--- src/rtl/sma_pkg.sv ---
package sma_pkg;

   typedef enum logic [2:0] {
      OP_PUSH = 3'd0,
      OP_SWAP = 3'd1,
      OP_ADD  = 3'd2,
      OP_SUB  = 3'd3,
      OP_DIV  = 3'd4,
      OP_MUL  = 3'd5
   } op_type;

   typedef enum logic [1:0] {
      ST_OK      = 2'd0,
      ST_SHORT   = 2'd1,
      ST_DIVZERO = 2'd2,
      ST_FULL    = 2'd3
   } status_type;

   localparam int WORD_W  = 32;
   localparam int COUNT_W = 7;

   typedef struct packed {
      logic [2:0]               req_type;
      logic signed [WORD_W-1:0] push_value;
   } req_type;

   typedef struct packed {
      logic [1:0]               status;
      logic signed [WORD_W-1:0] top_value;
      logic [COUNT_W-1:0]       stack_count;
   } rsp_type;

   typedef struct packed {
      logic       capture;
      logic       do_push;
      logic       clear;
      logic       read_sec;
      logic       do_swap;
      logic       alu_wb;
      logic       mul_start;
      logic       mul_wb;
      logic       div_start;
      logic       div_step;
      logic       div_wb;
      logic       load_rsp;
      status_type status;
   } cmd_type;

   typedef struct packed {
      logic [2:0] op;
      logic       lt2;
      logic       full;
      logic       top_zero;
      logic       div_last;
   } sts_type;

endpackage

--- src/rtl/sma_dpath.sv ---
module sma_dpath
   import sma_pkg::*;
#(
   parameter int STACK_DEPTH = 64
) (
   input  logic    clock,
   input  logic    reset,
   input  req_type req_data,
   input  cmd_type cmd,
   output sts_type sts,
   output rsp_type rsp_data
);

   localparam int CW = $clog2(STACK_DEPTH + 1);
   localparam int AW = (STACK_DEPTH > 1) ? $clog2(STACK_DEPTH) : 1;
   localparam int PW = (CW > COUNT_W) ? CW : COUNT_W;

   logic [WORD_W-1:0] mem [STACK_DEPTH];

   req_type           req_ff, req_in;
   logic [CW-1:0]     cnt_ff, cnt_in;
   logic [WORD_W-1:0] top_ff, top_in;
   logic [WORD_W-1:0] rd_ff;
   logic [WORD_W-1:0] prod_ff, prod_in;
   logic [WORD_W-1:0] rem_ff, rem_in;
   logic [WORD_W-1:0] quo_ff, quo_in;
   logic [WORD_W-1:0] dsr_ff, dsr_in;
   logic              neg_ff, neg_in;
   logic [4:0]        dcnt_ff, dcnt_in;
   rsp_type           rsp_ff, rsp_in;

   logic [CW-1:0]       cnt_m1, cnt_m2;
   logic                mem_we;
   logic [AW-1:0]       mem_waddr;
   logic [WORD_W-1:0]   prod_low;
   logic [WORD_W:0]     rem_sh;
   logic [WORD_W-1:0]   alu_res;
   logic [PW-1:0]       cnt_pad;

   assign cnt_m1    = cnt_ff - 1'b1;
   assign cnt_m2    = cnt_ff - 2'd2;
   assign mem_we    = (cmd.do_push && (cnt_ff != '0)) || cmd.do_swap;
   assign mem_waddr = cmd.do_push ? cnt_m1[AW-1:0] : cnt_m2[AW-1:0];
   assign prod_low  = rd_ff * top_ff;
   assign rem_sh    = {rem_ff, quo_ff[WORD_W-1]};
   assign alu_res   = (req_ff.req_type == OP_SUB) ? (rd_ff - top_ff) : (rd_ff + top_ff);
   assign cnt_pad   = PW'(cnt_ff);

   always_comb begin
      req_in  = req_ff;
      cnt_in  = cnt_ff;
      top_in  = top_ff;
      prod_in = prod_ff;
      rem_in  = rem_ff;
      quo_in  = quo_ff;
      dsr_in  = dsr_ff;
      neg_in  = neg_ff;
      dcnt_in = dcnt_ff;
      rsp_in  = rsp_ff;
      if (cmd.capture) begin
         req_in = req_data;
      end
      if (cmd.do_push) begin
         top_in = req_ff.push_value;
         cnt_in = cnt_ff + 1'b1;
      end
      if (cmd.clear) begin
         cnt_in = '0;
      end
      if (cmd.do_swap) begin
         top_in = rd_ff;
      end
      if (cmd.alu_wb) begin
         top_in = alu_res;
         cnt_in = cnt_m1;
      end
      if (cmd.mul_start) begin
         prod_in = prod_low;
      end
      if (cmd.mul_wb) begin
         top_in = prod_ff;
         cnt_in = cnt_m1;
      end
      if (cmd.div_start) begin
         rem_in  = '0;
         quo_in  = rd_ff[WORD_W-1] ? (-rd_ff) : rd_ff;
         dsr_in  = top_ff[WORD_W-1] ? (-top_ff) : top_ff;
         neg_in  = rd_ff[WORD_W-1] ^ top_ff[WORD_W-1];
         dcnt_in = '0;
      end
      if (cmd.div_step) begin
         dcnt_in = dcnt_ff + 1'b1;
         if (rem_sh >= {1'b0, dsr_ff}) begin
            rem_in = rem_sh[WORD_W-1:0] - dsr_ff;
            quo_in = {quo_ff[WORD_W-2:0], 1'b1};
         end else begin
            rem_in = rem_sh[WORD_W-1:0];
            quo_in = {quo_ff[WORD_W-2:0], 1'b0};
         end
      end
      if (cmd.div_wb) begin
         top_in = neg_ff ? (-quo_ff) : quo_ff;
         cnt_in = cnt_m1;
      end
      if (cmd.load_rsp) begin
         rsp_in.status      = cmd.status;
         rsp_in.top_value   = (cnt_ff != '0) ? top_ff : '0;
         rsp_in.stack_count = cnt_pad[COUNT_W-1:0];
      end
   end

   always_ff @(posedge clock) begin
      if (reset) begin
         cnt_ff <= '0;
      end else begin
         cnt_ff <= cnt_in;
      end
      req_ff  <= req_in;
      top_ff  <= top_in;
      prod_ff <= prod_in;
      rem_ff  <= rem_in;
      quo_ff  <= quo_in;
      dsr_ff  <= dsr_in;
      neg_ff  <= neg_in;
      dcnt_ff <= dcnt_in;
      rsp_ff  <= rsp_in;
   end

   always_ff @(posedge clock) begin
      if (mem_we) begin
         mem[mem_waddr] <= top_ff;
      end
      if (cmd.read_sec) begin
         rd_ff <= mem[cnt_m2[AW-1:0]];
      end
   end

   assign sts.op       = req_ff.req_type;
   assign sts.lt2      = (cnt_ff < CW'(2));
   assign sts.full     = (cnt_ff >= CW'(STACK_DEPTH));
   assign sts.top_zero = (top_ff == '0);
   assign sts.div_last = (dcnt_ff == '1);
   assign rsp_data     = rsp_ff;

endmodule

--- src/rtl/sma_ctrl.sv ---
module sma_ctrl
   import sma_pkg::*;
(
   input  logic    clock,
   input  logic    reset,
   input  logic    req_valid,
   output logic    req_stall,
   output logic    rsp_valid,
   input  logic    rsp_stall,
   input  sts_type sts,
   output cmd_type cmd
);

   typedef enum logic [6:0] {
      S_IDLE   = 7'b0000001,
      S_DECODE = 7'b0000010,
      S_FETCH  = 7'b0000100,
      S_MUL    = 7'b0001000,
      S_DIV    = 7'b0010000,
      S_DIVWB  = 7'b0100000,
      S_DONE   = 7'b1000000
   } state_type;

   state_type  state_ff, state_in;
   status_type status_ff, status_in;
   logic       rsp_valid_ff, rsp_valid_in;
   logic       out_free;

   assign out_free  = !rsp_valid_ff || !rsp_stall;
   assign req_stall = (state_ff != S_IDLE);
   assign rsp_valid = rsp_valid_ff;

   always_comb begin
      state_in     = state_ff;
      status_in    = status_ff;
      rsp_valid_in = rsp_valid_ff && rsp_stall;
      cmd          = '0;
      cmd.status   = status_ff;
      unique case (state_ff)
         S_IDLE: begin
            if (req_valid) begin
               cmd.capture = 1'b1;
               state_in    = S_DECODE;
            end
         end
         S_DECODE: begin
            status_in = ST_OK;
            state_in  = S_DONE;
            unique case (sts.op)
               OP_PUSH: begin
                  if (sts.full) begin
                     status_in = ST_FULL;
                  end else begin
                     cmd.do_push = 1'b1;
                  end
               end
               OP_SWAP, OP_ADD, OP_SUB, OP_DIV, OP_MUL: begin
                  if (sts.lt2) begin
                     cmd.clear = 1'b1;
                     status_in = ST_SHORT;
                  end else if ((sts.op == OP_DIV) && sts.top_zero) begin
                     cmd.clear = 1'b1;
                     status_in = ST_DIVZERO;
                  end else begin
                     cmd.read_sec = 1'b1;
                     state_in     = S_FETCH;
                  end
               end
               default: begin
                  state_in = S_DONE;
               end
            endcase
         end
         S_FETCH: begin
            state_in = S_DONE;
            unique case (sts.op)
               OP_SWAP: cmd.do_swap = 1'b1;
               OP_ADD, OP_SUB: cmd.alu_wb = 1'b1;
               OP_MUL: begin
                  cmd.mul_start = 1'b1;
                  state_in      = S_MUL;
               end
               OP_DIV: begin
                  cmd.div_start = 1'b1;
                  state_in      = S_DIV;
               end
               default: begin
                  state_in = S_DONE;
               end
            endcase
         end
         S_MUL: begin
            cmd.mul_wb = 1'b1;
            state_in   = S_DONE;
         end
         S_DIV: begin
            cmd.div_step = 1'b1;
            if (sts.div_last) begin
               state_in = S_DIVWB;
            end
         end
         S_DIVWB: begin
            cmd.div_wb = 1'b1;
            state_in   = S_DONE;
         end
         S_DONE: begin
            if (out_free) begin
               cmd.load_rsp = 1'b1;
               rsp_valid_in = 1'b1;
               state_in     = S_IDLE;
            end
         end
         default: begin
            state_in = S_IDLE;
         end
      endcase
   end

   always_ff @(posedge clock) begin
      if (reset) begin
         state_ff     <= S_IDLE;
         status_ff    <= ST_OK;
         rsp_valid_ff <= 1'b0;
      end else begin
         state_ff     <= state_in;
         status_ff    <= status_in;
         rsp_valid_ff <= rsp_valid_in;
      end
   end

endmodule

--- src/rtl/stack_machine_alu.sv ---
// Operand stack of signed 32-bit words running push, swap, add, sub, div and
// mul, one result beat per request beat. The top entry sits in a register and
// the rest in a single-port stack memory, so binary operations first fetch
// the second entry in a fetch state. Push, errors and unknown ops pass decode
// and done; swap/add/sub also fetch, mul fetch and multiply, div fetch, the
// radix-2 restoring divider retiring one quotient bit per cycle and write-back.
// The next request is taken once the previous result is loaded into the output
// register, even while that result is still stalled. Errors (short stack, zero
// divisor) empty the stack; a push on a full stack is refused.
module stack_machine_alu
   import sma_pkg::*;
#(
   parameter int STACK_DEPTH = 64
) (
   input  logic    clock,
   input  logic    reset,
   input  logic    req_valid,
   output logic    req_stall,
   input  req_type req_data,
   output logic    rsp_valid,
   input  logic    rsp_stall,
   output rsp_type rsp_data
);

   cmd_type cmd;
   sts_type sts;

   sma_ctrl u_ctrl (
      .clock     (clock),
      .reset     (reset),
      .req_valid (req_valid),
      .req_stall (req_stall),
      .rsp_valid (rsp_valid),
      .rsp_stall (rsp_stall),
      .sts       (sts),
      .cmd       (cmd)
   );

   sma_dpath #(
      .STACK_DEPTH (STACK_DEPTH)
   ) u_dpath (
      .clock    (clock),
      .reset    (reset),
      .req_data (req_data),
      .cmd      (cmd),
      .sts      (sts),
      .rsp_data (rsp_data)
   );

endmodule

--- config.mk ---
export PLATFORM = sky130hd
export DESIGN_NAME = stack_machine_alu
export DESIGN_NICKNAME = d
export VERILOG_FILES = /design/src/rtl/sma_pkg.sv /design/src/rtl/sma_dpath.sv /design/src/rtl/sma_ctrl.sv /design/src/rtl/stack_machine_alu.sv
export SDC_FILE = /design/constraint.sdc
export NUM_CORES = 2
export LEC_CHECK = 0
export BUFFER_PORTS_ARGS = -buffer_cell sky130_fd_sc_hd__buf_4
export CAP_MARGIN = 10
export CORE_MARGIN = 2
export CORE_UTILIZATION = 55
export CTS_CLUSTER_DIAMETER = 80
export DETAILED_ROUTE_END_ITERATION = 16
export GPL_TIMING_DRIVEN = 0
export PLACE_DENSITY = 0.73
export SYNTH_ARGS = -nofsm -noshare
export SYNTH_HDL_FRONTEND = slang
export SYNTH_SLANG_ARGS = --single-unit
--- constraint.sdc ---
create_clock -name clock -period 19.55 [get_ports clock]
set_input_delay 0.9775 -clock clock [delete_from_list [all_inputs] [get_ports clock]]
set_output_delay 0.9775 -clock clock [all_outputs]
set_load 0.03 [all_outputs]
* After elaboration in Yosys (flattened, before gate mapping)
Memories as Yosys holds them, arrays and structs flattened. A register that Yosys moved wholly into a read port is not among the register bits.
Index checks and enable logic that the tools add are counted.
** Operators by class
- $add $sub $neg :: 10
- Multiply operators :: 1
- Div/mod/pow operators :: 0
- Order comparisons :: 3
- Equality and inequality tests :: 17
- Shift-type cells :: 0
- Muxes and demuxes :: 60
- Bitwise operators :: 1
- Reductions and logical operators :: 17
** Operators with widths (number)
- two-way mux 32 bit :: 13
- negation 32 bit :: 3
- two-way mux 7 bit :: 11
- subtractor 32 bit :: 2
- one-hot mux 7 bit (6 select lines) :: 1
- >= comparator 33 x 32 -> 1 bit :: 1
- adder 32 bit :: 1
- zero test 32 bit :: 1
- multiplier 32 x 32 -> 32 bit :: 1
- two-way mux 31 bit :: 1
- two-way mux 1 bit :: 23
- one-hot mux 7 bit (2 select lines) :: 1
- two-way mux 5 bit :: 2
- nonzero test 5 bit :: 2
- two-way mux 2 bit :: 4
- adder 7 x 1 -> 7 bit, second input constant :: 1
- == test 7 x 1 -> 1 bit, second input constant :: 1
- == test 7 x 2 -> 1 bit, second input constant :: 1
- == test 7 x 3 -> 1 bit, second input constant :: 1
- == test 7 x 4 -> 1 bit, second input constant :: 1
- == test 7 x 5 -> 1 bit, second input constant :: 1
- == test 7 x 6 -> 1 bit, second input constant :: 1
- == test 7 bit, second input constant :: 1
- >= comparator 7 bit, second input constant :: 1
- 24 further kinds :: 33
** Storage, ports and cells
- Register bits after elaboration :: 259
- Bits in latches :: 0
- Memory bits (writable) :: 2048
- Memory bits (read-only) :: 0
- Input port bits :: 39
- Output and inout bits :: 43
- Word-level logic and storage cells :: 127
- Memories :: 1
** Memories
- u_dpath.mem :: depth 64, bits a word 32, rd ports 1, clocked after memory_dff 1, wr ports 1, RTL line sma_dpath.sv:18 : logic [WORD_W-1:0] mem [STACK_DEPTH];

* Longest topological paths before layout
- Depth in word-level cells :: 11
- Mapped depth :: 29
- Depth with buffers taken out :: 27

* Cells and area by module
From an unflattened synthesis, not the netlist that was laid out.
** Unflattened totals
- Cell total of the unflattened synthesis :: 6483
- Area, all modules :: 110990.2 sq um
** By module, submodules not included
- sma_dpath :: times used 1, cells an instance 6395, area each 110307.0 sq um, sequential area each 69867.0 sq um
- sma_ctrl :: times used 1, cells an instance 88, area each 683.2 sq um, sequential area each 200.2 sq um

* Least setup slack after synthesis
Ideal clock, no wire load.
- Path kind :: register -> register
- Start point :: reg u_dpath.top_ff[7]
- End point :: reg u_dpath.prod_ff[31] (data pin)
- Setup time :: 260 ps
- Arrival time :: 7678 ps
- Required time :: 19290 ps
- Setup slack :: 11612 ps
- Stages on the path, launching flop included :: 26
- Path buffers :: 2
- Period minus slack after synthesis :: 7938 ps
- Cells stage by stage :: edfxtp_1 > clkbuf_1 > clkbuf_1 > and2_1 > fa_1 > fa_1 > fa_1 > inv_1 > fa_1 > inv_1 > fa_1 > inv_1 > fa_1 > inv_1 > fa_1 > fa_1 > ha_1 > a21o_1 > a21o_1 > a21oi_1 > o21ai_0 > a2111oi_0 > nor3_1 > a21o_1 > a21oi_1 > xnor2_1
** On the way
- Longest elaborated chain between the ends :: 1
** Ends and longest elaborated chain
- from (decl) :: RTL line sma_dpath.sv:22 : logic [WORD_W-1:0] top_ff, top_in;
- from (signal assigned) :: RTL line sma_dpath.sv:119 : top_ff <= top_in;
- multiplier 32 x 32 -> 32 bit :: RTL line sma_dpath.sv:44 : assign prod_low = rd_ff * top_ff;
- net u_dpath.prod_low[31] :: RTL line sma_dpath.sv:35 : logic [WORD_W-1:0] prod_low;
- to (signal assigned) :: RTL line sma_dpath.sv:120 : prod_ff <= prod_in;
- to (decl) :: RTL line sma_dpath.sv:24 : logic [WORD_W-1:0] prod_ff, prod_in;
The timed path passes the listed nets, and every way through them passes these cells.
A chain may end at the register's enable or synchronous reset.

* Worst setup path after layout
- Start point :: reg u_dpath.cnt_ff[1]
- End point :: mem u_dpath.mem[17][26], enable pin
** On the way
- Longest elaborated chain between the ends :: 8
- Elaborated cells between the ends (all ways) :: 12
- Those cells by class :: add/sub: 2; order compare: 1; mux: 6; reduce/logical: 3
** Ends and longest elaborated chain
- from (decl) :: RTL line sma_dpath.sv:21 : logic [CW-1:0] cnt_ff, cnt_in;
- from (signal assigned) :: RTL line sma_dpath.sv:116 : cnt_ff <= cnt_in;
- >= comparator 7 bit :: RTL line sma_dpath.sv:140 : assign sts.full = (cnt_ff >= CW'(STACK_DEPTH));
- two-way mux 1 bit :: RTL line sma_ctrl.sv:51 : if (sts.full) begin
- two-way mux 1 bit :: RTL line sma_ctrl.sv:49 : unique case (sts.op)
- two-way mux 3 bit :: RTL line sma_ctrl.sv:39 : unique case (state_ff)
- logical AND 1 bit :: RTL line sma_dpath.sv:42 : assign mem_we = (cmd.do_push && (cnt_ff != '0)) || cmd.do_swap;
- logical OR 1 bit :: RTL line sma_dpath.sv:42
- two-way mux 1 bit :: RTL line sma_dpath.sv:130 : if (mem_we) begin
- two-way mux 1 bit (not written as such) :: RTL line sma_dpath.sv:131 : mem[mem_waddr] <= top_ff;
- to (decl) :: RTL line sma_dpath.sv:18
Parallel ways exist; a longest one is shown, timed or not.

==> reports/results.txt <==
Share of layout cells above drive strength 1 -> 19.0%
Vias/cell -> 6.59
Initial antenna violation count -> 26
Critical path required time -> 20.09 ns
Fillers -> 13587
Clk_lat worst skew -> 0.92 ns
Synth area leader -> edfxtp_1
Maximum vdd ir drop -> 0.000333 V
Core Box Area -> 200000 µm²
Number of synthesized register bits -> 2339
Power Density -> 123 nW/µm²
Fin area -> 126000 µm²
I/O Buffers -> 80
Drt wl/cell -> 34.9 µm
Post-CTS Setup Repair Bufs -> 0
Post_cts resized -> 0
Startpoint types -> flop
GRT Overall Usage -> 33.7%
P_leak -> 42.2 nW
Critical path fanouts, max -> 19
Routability Congestion -> 0.998
Seq/Total Area, Yosys -> 63.2%
Crit end category -> flop
Root Buffer -> clkbuf_16
Post-CTS Hold Fix Bufs -> 0
Detailed Route WL -> 342000 µm
Largest net degree at the start of global routing -> 49
Final Setup Violations -> 0
Max Cap Viol -> 0
Vias -> 64702
Worst stage delay on the critical path -> 1.10 ns
Relative slew slack -> 9.24%
Top post-synthesis cells by area -> edfxtp_1 (63%), mux4_2 (13%), fa_1 (7.4%)
Yosys top cell area share -> 62.8%
I/O Pins -> 82
Netlist cell types -> 68
Synth Area per Inst -> 17.1 µm²
Critical path class -> flop to flop
Async set-reset flop share out of synthesis -> 0%
Placed cell areas -> 119000 µm²
Fin crit period -> 10.19 ns
Clock buffer depth -> 3
Worst Tran Pin Value -> 1.36 ns
Synthesized area -> 111000 µm²
Tcrit/Tclk final -> 52.1%
Synthesis-to-finish area growth -> 14.0%
Num CTS Buffers -> 226
Fmax -> 98.1 MHz
Drt pass-1 iters -> 8
Die X-Extent -> 453 µm
Status -> completed
Initial Utilization -> 55.5%
Post-synth EDFFs -> 2322
Post-DP HPWL -> 234000 µm
Setup TNS -> 0 ns
Synth warn -> 0
Mapped Nets -> 7128
Hold Vio Cnt, Final -> 0
CTS Sinks -> 2339
First-pass GRT wire length -> 486000 µm
Fin. max-slew vios -> 0
Synth Flop Type -> edfxtp_1
Fin nets -> 7592
Die area -> 205000 µm²
Row count -> 164
R2R setup slack -> 9.36 ns
Hold crit path type -> input pin to flop
Total gr overflow -> 0
Antenna viol nets, final -> 0
Clock-pin slew on the worst setup and hold paths -> 0.06 ns
Most common cell after layout, fill and taps aside -> edfxtp_1
WP data arrival -> 10.73 ns
RSZ-0062 raised after global routing -> false
Most used cell, CP -> clkbuf_1
Number of remaining DRC errors -> 0
CP max-delay cell -> nor2_4
Worst path cell trace -> clkbuf_1 -> clkbuf_1 -> clkbuf_1 -> buf_1 -> inv_1 -> ha_1 -> clkbuf_1 -> buf_1 -> buf_2 -> clkbuf_1 -> nand3_1 -> nand2_1 -> nand2_1 -> nor2_4 -> buf_16
Vias in the first global route -> 66402
Commonest cells after routing, fill and taps aside -> edfxtp_1 (2322), mux4_2 (660), inv_1 (456)
Die Y -> 453 µm
TritonCTS clock tree -> built
Final Skew -> 0.106 ns
Synth Instances -> 6481
Initial detailed-routing violation count -> 8638
CTS H-tree lvls -> 4
-- cell families after synthesis --
kind of cell / Yosys count / share of synthesized area, %
DFF: 2339 / 63.2
and+or+nand+nor: 1193 / 5.38
buffers and inverters: 823 / 2.80
muxes: 714 / 13.9
adders and majority gates: 608 / 9.63
AOI/OAI and AO/OA: 547 / 3.10
xor gates and xnor gates: 257 / 2.03
-- synthesized netlist by cell type (11+ instances only) --
cell type / instances
nand2b_1: 22
mux2i_1: 35
o211ai_1: 13
o31ai_1: 33
nor4_1: 17
mux4_2: 660
or4_1: 14
xor2_1: 111
a211oi_1: 37
o21ai_0: 157
fa_1: 410
nand3_1: 56
buf_2: 12
nor3_1: 51
nor2_1: 182
o21a_1: 17
edfxtp_1: 2322
mux2_2: 19
and2_1: 337
a21o_1: 35
xnor2_1: 146
dfxtp_1: 17
a221oi_1: 11
clkbuf_1: 294
a21oi_1: 142
ha_1: 198
nand2_1: 408
nor2b_1: 15
inv_1: 456
nand4_1: 14
buf_1: 61
or3_1: 25
o22ai_1: 12
-- worst paths after layout --
path	start	endpoint	cells past startpoint
max	u_dpath.cnt_ff[1]	u_dpath.mem[17][26]	15
min	req_data[15]	u_dpath.req_ff[15]	1
max reg2reg	u_dpath.cnt_ff[1]	u_dpath.mem[17][26]	15
min reg2reg	u_ctrl.status_ff[0]	u_dpath.rsp_data[39]	0
-- registers in the layout (all words and copies together) (netlist names), 7 cells and up --
register and cells:
u_ctrl.state_ff 7, u_dpath.rem_ff 32, u_dpath.req_ff 32, u_dpath.dsr_ff 32
u_dpath.rd_ff 32, u_dpath.prod_ff 32, u_dpath.rsp_data 41, u_dpath.cnt_ff 7
u_dpath.mem 2048, u_dpath.top_ff 32, u_dpath.quo_ff 32
-- critical path, delay by kind of cell, from the launching register on --
kind,cells,cell delay [ns]
buffers and inverters,10,6.84
and+or+nand+nor,4,2.08
DFF,1,0.44
adders and majority gates,1,0.39
-- metrics by stage --
stage                     power, mW  setup WS (ns)  utilization (%)  hold WS (ns)  cells
after floorplan                9.27          11.61                -         0.408   6481
after global placement         10.9           7.51             57.4         0.457   9217
after detailed placement       11.0           9.96             59.4         0.459   9365
after CTS                      15.5           9.78             63.2         0.215   9795
after global routing           16.2           9.63             63.2         0.244   9805
final                          15.6           9.36             63.2         0.261   9811
-- layout make-up --
| type | count | area (µm²) | share of cell area (%) |
|---|---|---|---|
| repair buffers | 236 | 4080 | 3.22 |
| clock buffers | 268 | 5830 | 4.61 |
| clock inverters | 162 | 1760 | 1.39 |
| plain buffers | 367 | 1390 | 1.10 |
| inverters | 456 | 1710 | 1.35 |
| flip-flops and latches | 2339 | 70100 | 55.4 |
| multi-input cells | 3319 | 38300 | 30.3 |
| diodes | 8 | 20.0 | 0.0158 |
| well taps | 2656 | 3320 | 2.63 |
-- where the power goes --
group	total, mW	leakage (nW)	internal, mW	switching [mW]
sequential	5.82	21.0	5.76	0.0613
combinational	5.32	17.6	2.11	3.21
clock	4.48	3.64	2.48	2.00
-- layer usage --
| metal | GRT usage (%) | vias up | share of wire, % |
|---|---|---|---|
| met5 | 0 | - | 0.030 |
| met4 | 21.5 | 16 | 7.6 |
| met3 | 6.87 | 1104 | 9.6 |
| met2 | 55.1 | 4522 | 49 |
| met1 | 41.3 | 33496 | 34 |
| li1 | - | 25564 | - |
Power figures use the tool's default switching activity.
